$ cat config.mk
export PLATFORM = sky130hd
export DESIGN_NAME = sorted_priority_queue
export DESIGN_NICKNAME = d
export VERILOG_FILES = /design/src/design/spq_pkg.sv /design/src/design/spq_ctrl.sv /design/src/design/spq_datapath.sv /design/src/design/sorted_priority_queue.sv
export SDC_FILE = /design/constraint.sdc
export NUM_CORES = 2
export LEC_CHECK = 0
export BUFFER_PORTS_ARGS = -buffer_cell sky130_fd_sc_hd__buf_4
export CORE_ASPECT_RATIO = 0.5
export CORE_UTILIZATION = 46
export CTS_BUF_LIST = sky130_fd_sc_hd__clkbuf_4
export DETAILED_ROUTE_END_ITERATION = 8
export GPL_TIMING_DRIVEN = 0
export PLACE_DENSITY = 0.64
export RECOVER_POWER = 25
export SETUP_SLACK_MARGIN = 0.15
export SLEW_MARGIN = 25
export SYNTH_ARGS = -nofsm -noshare
export SYNTH_HDL_FRONTEND = slang
export SYNTH_SLANG_ARGS = --single-unit
$ cat constraint.sdc
create_clock -name clk -period 7.5 [get_ports clk]
set_input_delay 0.375 -clock clk [delete_from_list [all_inputs] [get_ports clk]]
set_output_delay 0.375 -clock clk [all_outputs]
set_load 0.02 [all_outputs]
$ cat src/design/spq_pkg.sv
// Shared types and constants for the sorted priority queue.
// Used by spq_ctrl, spq_datapath and sorted_priority_queue; no dependencies.
package spq_pkg;

    localparam int DEFAULT_CAPACITY = 16;
    localparam int PRIO_W           = 16;
    localparam int DATA_W           = 32;
    localparam int OCC_W            = 5;

    // Input action codes
    localparam logic ACT_INSERT = 1'b0;
    localparam logic ACT_REMOVE = 1'b1;

    // Result status codes
    typedef enum logic [1:0] {
        STAT_OK        = 2'd0,
        STAT_UNDERFLOW = 2'd1,
        STAT_OVERFLOW  = 2'd2
    } status_t;

    typedef enum logic {
        CS_IDLE,
        CS_HOLD
    } ctrl_state_t;

    // Controller to datapath commands
    typedef struct packed {
        logic    load;
        logic    insert;
        logic    remove;
        status_t code;
    } spq_cmd_t;

    // Datapath to controller status
    typedef struct packed {
        logic full;
        logic empty;
    } spq_stat_t;

endpackage

$ cat src/design/spq_ctrl.sv
// Controller for the sorted priority queue: handshakes and command decode.
// Depends on spq_pkg.
module spq_ctrl (
    input  logic              clk,
    input  logic              rst_n,
    input  logic              in_valid,
    output logic              in_stall,
    input  logic              action,
    output logic              out_valid,
    input  logic              out_stall,
    input  spq_pkg::spq_stat_t dp_stat,
    output spq_pkg::spq_cmd_t  dp_cmd
);
    import spq_pkg::*;

    ctrl_state_t state_reg;
    ctrl_state_t state_next;
    logic        accept;

    // State register
    always_ff @(posedge clk or negedge rst_n)
    begin
        if (!rst_n)
        begin
            state_reg <= CS_IDLE;
        end
        else
        begin
            state_reg <= state_next;
        end
    end

    // Next state, handshake and commands
    always_comb
    begin
        in_stall   = (state_reg == CS_HOLD) && out_stall;
        out_valid  = (state_reg == CS_HOLD);
        accept     = in_valid && !in_stall;
        state_next = state_reg;
        dp_cmd     = '{load: 1'b0, insert: 1'b0, remove: 1'b0, code: STAT_OK};

        unique case (state_reg)
            CS_IDLE:
            begin
                if (accept)
                begin
                    state_next = CS_HOLD;
                end
            end
            CS_HOLD:
            begin
                if (accept)
                begin
                    state_next = CS_HOLD;
                end
                else if (!out_stall)
                begin
                    state_next = CS_IDLE;
                end
            end
            default:
            begin
                state_next = CS_IDLE;
            end
        endcase

        // Decode the accepted transfer into a datapath command
        if (accept)
        begin
            dp_cmd.load = 1'b1;
            if (action == ACT_INSERT)
            begin
                if (dp_stat.full)
                begin
                    dp_cmd.code = STAT_OVERFLOW;
                end
                else
                begin
                    dp_cmd.insert = 1'b1;
                end
            end
            else
            begin
                if (dp_stat.empty)
                begin
                    dp_cmd.code = STAT_UNDERFLOW;
                end
                else
                begin
                    dp_cmd.remove = 1'b1;
                end
            end
        end
    end

endmodule

$ cat src/design/spq_datapath.sv
// Datapath for the sorted priority queue: slot shift line, entry count and
// result registers. Depends on spq_pkg.
module spq_datapath #(
    parameter int CAPACITY = spq_pkg::DEFAULT_CAPACITY
) (
    input  logic                             clk,
    input  logic                             rst_n,
    input  spq_pkg::spq_cmd_t                dp_cmd,
    output spq_pkg::spq_stat_t               dp_stat,
    input  logic        [spq_pkg::PRIO_W-1:0] priority_req,
    input  logic signed [spq_pkg::DATA_W-1:0] item_data,
    output logic signed [spq_pkg::DATA_W-1:0] head_data,
    output logic        [spq_pkg::PRIO_W-1:0] head_priority,
    output logic                             is_empty,
    output logic        [1:0]                status,
    output logic        [spq_pkg::OCC_W-1:0]  occupancy
);
    import spq_pkg::*;

    localparam int CNT_W = $clog2(CAPACITY + 1);

    logic        [PRIO_W-1:0] slot_pri_reg  [CAPACITY];
    logic        [PRIO_W-1:0] slot_pri_next [CAPACITY];
    logic signed [DATA_W-1:0] slot_data_reg  [CAPACITY];
    logic signed [DATA_W-1:0] slot_data_next [CAPACITY];
    logic        [CNT_W-1:0]  count_reg;
    logic        [CNT_W-1:0]  count_next;
    logic        [CAPACITY-1:0] ge_vec;
    logic        [CAPACITY-1:0] ge_prev;
    logic        [CNT_W+OCC_W-1:0] occ_wide;

    logic signed [DATA_W-1:0] head_data_reg;
    logic        [PRIO_W-1:0] head_pri_reg;
    logic                     empty_reg;
    status_t                  status_reg;
    logic        [OCC_W-1:0]  occ_reg;

    assign dp_stat.full  = (count_reg >= CNT_W'(CAPACITY));
    assign dp_stat.empty = (count_reg == '0);

    // Compare the new priority against every held slot in parallel
    always_comb
    begin
        for (int k = 0; k < CAPACITY; k++)
        begin
            ge_vec[k] = (count_reg > CNT_W'(k)) && (slot_pri_reg[k] >= priority_req);
        end
    end

    assign ge_prev = {ge_vec[CAPACITY-2:0], 1'b1};

    // Next slot contents: hold, insert-shift down, or remove-shift up
    always_comb
    begin
        for (int k = 0; k < CAPACITY; k++)
        begin
            slot_pri_next[k]  = slot_pri_reg[k];
            slot_data_next[k] = slot_data_reg[k];
        end
        count_next = count_reg;

        if (dp_cmd.insert)
        begin
            count_next = count_reg + CNT_W'(1);
            for (int k = 0; k < CAPACITY; k++)
            begin
                if (!ge_vec[k] && ge_prev[k])
                begin
                    slot_pri_next[k]  = priority_req;
                    slot_data_next[k] = item_data;
                end
            end
            for (int k = 1; k < CAPACITY; k++)
            begin
                if (!ge_vec[k] && !ge_prev[k])
                begin
                    slot_pri_next[k]  = slot_pri_reg[k-1];
                    slot_data_next[k] = slot_data_reg[k-1];
                end
            end
        end
        else if (dp_cmd.remove)
        begin
            count_next = count_reg - CNT_W'(1);
            for (int k = 0; k < CAPACITY - 1; k++)
            begin
                slot_pri_next[k]  = slot_pri_reg[k+1];
                slot_data_next[k] = slot_data_reg[k+1];
            end
        end
    end

    assign occ_wide = {{OCC_W{1'b0}}, count_next};

    // Entry count
    always_ff @(posedge clk or negedge rst_n)
    begin
        if (!rst_n)
        begin
            count_reg <= '0;
        end
        else
        begin
            count_reg <= count_next;
        end
    end

    // Slot shift line and result registers
    always_ff @(posedge clk)
    begin
        for (int k = 0; k < CAPACITY; k++)
        begin
            slot_pri_reg[k]  <= slot_pri_next[k];
            slot_data_reg[k] <= slot_data_next[k];
        end
        if (dp_cmd.load)
        begin
            empty_reg  <= (count_next == '0);
            status_reg <= dp_cmd.code;
            occ_reg    <= occ_wide[OCC_W-1:0];
            if (count_next == '0)
            begin
                head_data_reg <= '0;
                head_pri_reg  <= '0;
            end
            else
            begin
                head_data_reg <= slot_data_next[0];
                head_pri_reg  <= slot_pri_next[0];
            end
        end
    end

    assign head_data     = head_data_reg;
    assign head_priority = head_pri_reg;
    assign is_empty      = empty_reg;
    assign status        = status_reg;
    assign occupancy     = occ_reg;

endmodule

$ cat src/design/sorted_priority_queue.sv
// Sorted priority queue: each transfer inserts an entry or removes the head,
// and one result transfer describes the queue afterwards. One transfer per
// cycle is accepted while in_stall is low; the whole operation completes in the
// cycle of acceptance through a parallel compare of the new priority against all
// CAPACITY slots and a one-slot shift, and the result appears in the output
// register on the next cycle. A new transfer is taken while a result waits
// unless out_stall is high. Equal priorities leave in arrival order. Depends on
// spq_pkg, spq_ctrl and spq_datapath.
module sorted_priority_queue #(
    parameter int CAPACITY = spq_pkg::DEFAULT_CAPACITY
) (
    input  logic                             clk,
    input  logic                             rst_n,
    input  logic                             in_valid,
    output logic                             in_stall,
    input  logic                             action,
    input  logic        [spq_pkg::PRIO_W-1:0] priority_req,
    input  logic signed [spq_pkg::DATA_W-1:0] item_data,
    output logic                             out_valid,
    input  logic                             out_stall,
    output logic signed [spq_pkg::DATA_W-1:0] head_data,
    output logic        [spq_pkg::PRIO_W-1:0] head_priority,
    output logic                             is_empty,
    output logic        [1:0]                status,
    output logic        [spq_pkg::OCC_W-1:0]  occupancy
);
    import spq_pkg::*;

    spq_cmd_t  dp_cmd;
    spq_stat_t dp_stat;

    // Handshake control and command decode
    spq_ctrl u_ctrl (
        .clk       (clk),
        .rst_n     (rst_n),
        .in_valid  (in_valid),
        .in_stall  (in_stall),
        .action    (action),
        .out_valid (out_valid),
        .out_stall (out_stall),
        .dp_stat   (dp_stat),
        .dp_cmd    (dp_cmd)
    );

    // Slot storage and result registers
    spq_datapath #(
        .CAPACITY (CAPACITY)
    ) u_datapath (
        .clk           (clk),
        .rst_n         (rst_n),
        .dp_cmd        (dp_cmd),
        .dp_stat       (dp_stat),
        .priority_req  (priority_req),
        .item_data     (item_data),
        .head_data     (head_data),
        .head_priority (head_priority),
        .is_empty      (is_empty),
        .status        (status),
        .occupancy     (occupancy)
    );

endmodule
==> impl_summary.txt <==
----------------------------------------------------
[Clock tree]
  Level count of the clock H-tree ... 4
  Clock Tree Buf Depth ... 3
  Clock latency reported for the late side of the worst-skew pair ... ~1.2 ns
  Number of buffers inserted by hold repair at cts ... 55
  Number of CTS-inserted buffers ... approximately 200
  CTS tree ... done
  Clock-pin slew reported for the worst setup and hold paths after clock tree synthesis ... about 0.08 ns
  Root cell of the clock tree ... clkbuf_4
  Number of gates resized after CTS ... 0
  Setup bufs post-CTS ... 0
  Sink count of the clock tree ... 830

[Logic synthesis]
  FFs w/ async S/R, synth ... less than 1%
  Part of the Yosys area used for sequential elements ... a little over half
  Nets in the synthesized netlist ... about 4600
  Mapped Area ... roughly 46000 um2
  Number of register bits inferred by synthesis ... 830
  Count of synthesis-stage warnings from yosys ... 0
  Simple-gate portion of the synthesized area ... approximately an eighth
  Compound-cell area share of the yosys netlist ... between 10% and 20%
  Netlist cell types ... just over 60
  Post-synthesis instance total ... approximately 4300
  Synthesized area per cell ... 10.8 um2
  Primary FF master, synth ... edfxtp_1
  Adder-cell area share of the yosys netlist ... between 7 and 8%
  Largest family of logic cells by synthesized area ... compound AO/OA/AOI/OAI gates
  Count of flip-flops with a built-in enable after synthesis ... roughly 780
  Post-synthesis mux area share ... under 10%
  Xor and xnor fraction of the mapped netlist area ... 0.0380%

[Power]
  Power per cell area ... around 300 nW/um2
  Static leakage ... ~19 nW
  VDD IR-drop max ... between 150 and 200 uV

[GRT]
  Via count of the first global-routing pass ... 38600
  Maximum number of pins on one net before global-route repair ... 57
  GR Overflow Total ... 0
  Wire length of the first global-routing pass ... about 230000 um
  Initial antenna violation count ... 2
  Total global-route track usage ... between 20% and 30%

[Drt]
  Number of routed nets with antenna violations ... 0
  DRC ... 0
  Routed vias/inst ... 6.21
  Iter 0 DRT Violations ... 4557
  Via total after detailed routing ... ~38000
  Routed wire length per instance ... approximately 25 um
  Wire length reported by the detailed router ... 152000 um
  Total iterations of the first detailed-routing run ... 6

[Placement]
  Standard cell area after detailed placement ... 49400 um2
  DP HPWL ... roughly 120000 um
  Placer's final routability congestion estimate ... between 0.9 and 1
  Buffers on Ports ... 110
  Post-placement cell count ... ~5700

[Setup path]
  Critical Path Stages ... 11
  Critical path's slowest cell ... nor4b_1
  Most common cell type on the critical path ... clkbuf_1
  Worst r2r path cells ... 11
  Largest delay contributor family on the critical path ... buffers and inverters
  Delay of the slowest cell on the worst path ... roughly 1.2 ns
  Biggest fanout along the worst timing path ... 22
  Worst path required time ... just over 8 ns
  Crit path launch type ... flip-flop
  Setup CP Type ... flip-flop to flip-flop
  Type of destination of the critical path ... flip-flop
  Crit-path cells ... clkbuf_1 -> inv_1 -> ha_1 -> nor4b_1 -> nor3b_1 -> clkbuf_1 -> nor2_1 -> clkbuf_1 -> clkbuf_1 -> a31oi_1 -> clkbuf_1
  Worst path bufs/invs ... 6
  CP Data Arrival Time ... approximately 7 ns
  Register-to-register path setup slack ... roughly 1.2 ns

[Layout]
  Post-route cell area ... between 50000 and 60000 um2
  Fin cells ... approximately 6200
  Max reg flops ... around 510
  Proportion of layout cells with a drive suffix above 1 ... approximately a tenth
  Layout area overhead ... 12.6%
  Total number of nets in the final design ... 4991

[Die]
  Die Footprint ... roughly 100000 um2
  Std-Cell Rows ... slightly above 80
  Area of the core ... 98500 um2
  Count of pins on the block boundary ... ~110
  Die Ht ... approximately 230 um
  Die X-Extent ... between 400 and 500 um
  Initial Util ... a little under half

[STA]
  Unrepaired setup endpoints after global routing ... no
  Least-Margin Pin Slew ... about 3 ns
  Final setup violation count ... 0
  Post-layout minimum cycle time ... between 6 and 7 ns
  Headroom to the max-slew limit ... -104%
  Hold Vio Cnt, Final ... 0
  Share of the clock period used by the worst path after layout ... 83.9%
  Final setup skew ... about 0.075 ns
  Count of final max-slew check failures ... around 150
  Minimum hold slack ... approximately 0.11 ns
  Highest attainable clock frequency ... roughly 160 MHz

[Run status]
  Result of the run ... finished, violations left
  Violated checks ... max-capacitance violations, max-slew violations

[Worst hold path]
  Number of cells traversed by the worst hold path ... 4
  Type of the tightest min-delay check ... input port to flip-flop

[Job]
  # Max-Cap Violations ... 9

----------------------------------------------------
kinds of logic after synthesis:
| logic type | Yosys count |
|---|---|
| AOI/OAI and AO/OA | 1022 |
| adders and majority gates | 260 |
| DFF | 830 |
| muxes | 430 |
| buffers and inverters | 416 |
| xor gates and xnor gates | 2 |
| and+or+nand+nor | 1326 |
final timing paths:
check / end / from
worst min register to register: u_datapath.slot_data_reg[0][126] / u_datapath.slot_data_reg[0][158]
worst min-delay path: u_datapath.slot_pri_reg[0][6] / priority_req[6]
worst max-delay path: u_datapath.slot_data_reg[1][104] / u_datapath.count_reg[0]
max in group asynchronous: u_ctrl.out_valid / rst_n
min in group asynchronous: u_datapath.count_reg[2] / rst_n
worst max register to register: u_datapath.slot_data_reg[1][104] / u_datapath.count_reg[0]
report_power, final:
group	leakage (nW)	internal [mW]	switching [mW]
logic	9.43	1.80	3.67
clock network	1.49	1.89	1.98
registers	7.93	6.12	0.526
total	18.8	9.82	6.18
cell usage after synthesis, drive strengths merged (48+ instances only):
library cell	count	area share (%)
edfxtp	776	51
a31oi	60	0.81
mux2	48	1.3
o21ai	426	4.6
a21oi	103	1.1
nand2	771	6.3
clkbuf	260	2.1
mux2i	382	8.3
inv	57	0.46
nand3	405	4.4
nand4	64	0.87
dfxtp	48	2.1
ha	260	7.1
a22oi	53	0.86
buf	99	1.2
o211ai	289	4.7
layer usage:
layer	global-route usage, %	wire [um]	up-vias
met5	0	0	-
met4	9.43	3450	0
met3	6.71	15100	227
met2	44.3	66100	1890
met1	41.8	67300	18900
li1	-	-	17200
cells in the final DEF, fill, tap and decap left out, types with 11 or more instances in the layout:
| master | netlist | routed |
|---|---|---|
| buf_1 | 25 | 24 |
| mux2i_1 | 382 | 382 |
| nor2_1 | 18 | 17 |
| clkinv_1 | 0 | 28 |
| clkbuf_1 | 260 | 332 |
| and4_1 | 16 | 16 |
| buf_16 | 0 | 13 |
| a21oi_1 | 103 | 103 |
| dfxtp_1 | 48 | 48 |
| nand2b_1 | 14 | 14 |
| mux2_2 | 28 | 28 |
| a22oi_1 | 53 | 53 |
| nor3_1 | 18 | 18 |
| dlygate4sd3_1 | 0 | 55 |
| mux2_4 | 20 | 20 |
| nand2_1 | 771 | 769 |
| ha_1 | 260 | 260 |
| nand3_1 | 405 | 405 |
| buf_4 | 14 | 63 |
| nand4_1 | 64 | 64 |
| o21a_1 | 12 | 12 |
| o21ai_0 | 408 | 407 |
| inv_1 | 57 | 56 |
| clkbuf_4 | 0 | 302 |
| o22ai_1 | 11 | 11 |
| edfxtp_1 | 776 | 776 |
| buf_2 | 52 | 46 |
| a31oi_1 | 60 | 59 |
| o21ai_1 | 18 | 18 |
| o211ai_1 | 289 | 289 |
worst min-delay path: stages:
cell and delay, ns:
dlygate4sd3_1 0.52, buf_4 0.14, nand4_1 0.10, nand3_1 0.09
per-stage QoR:
stage | utilization, % | total power, mW | TNS (ns) | setup WS (ns)
3_5_place_dp | 50.2 | 12.1 | 0 | 1.80
2_1_floorplan | - | 10.2 | 0 | 1.61
5_1_grt | 52.7 | 16.7 | 0 | 1.09
3_3_place_gp | 49.3 | 11.9 | -213.72 | -2.19
4_1_cts | 53.3 | 16.0 | 0 | 2.52
6_report | 52.7 | 16.0 | 0 | 1.21
area by class of cell:
cell class / instances / area, um2
tap: 1328 / 1660
multi-input combinational: 3040 / 20000
timing repair buffer: 189 / 1590
clock buffer: 301 / 2260
buffer: 359 / 1520
antenna: 6 / 15.0
fill: 8887 / 46600
inverter: 57 / 215
sequential: 830 / 24400
clock inverter: 42 / 253
No activity file was read; power rests on OpenSTA's default activity.
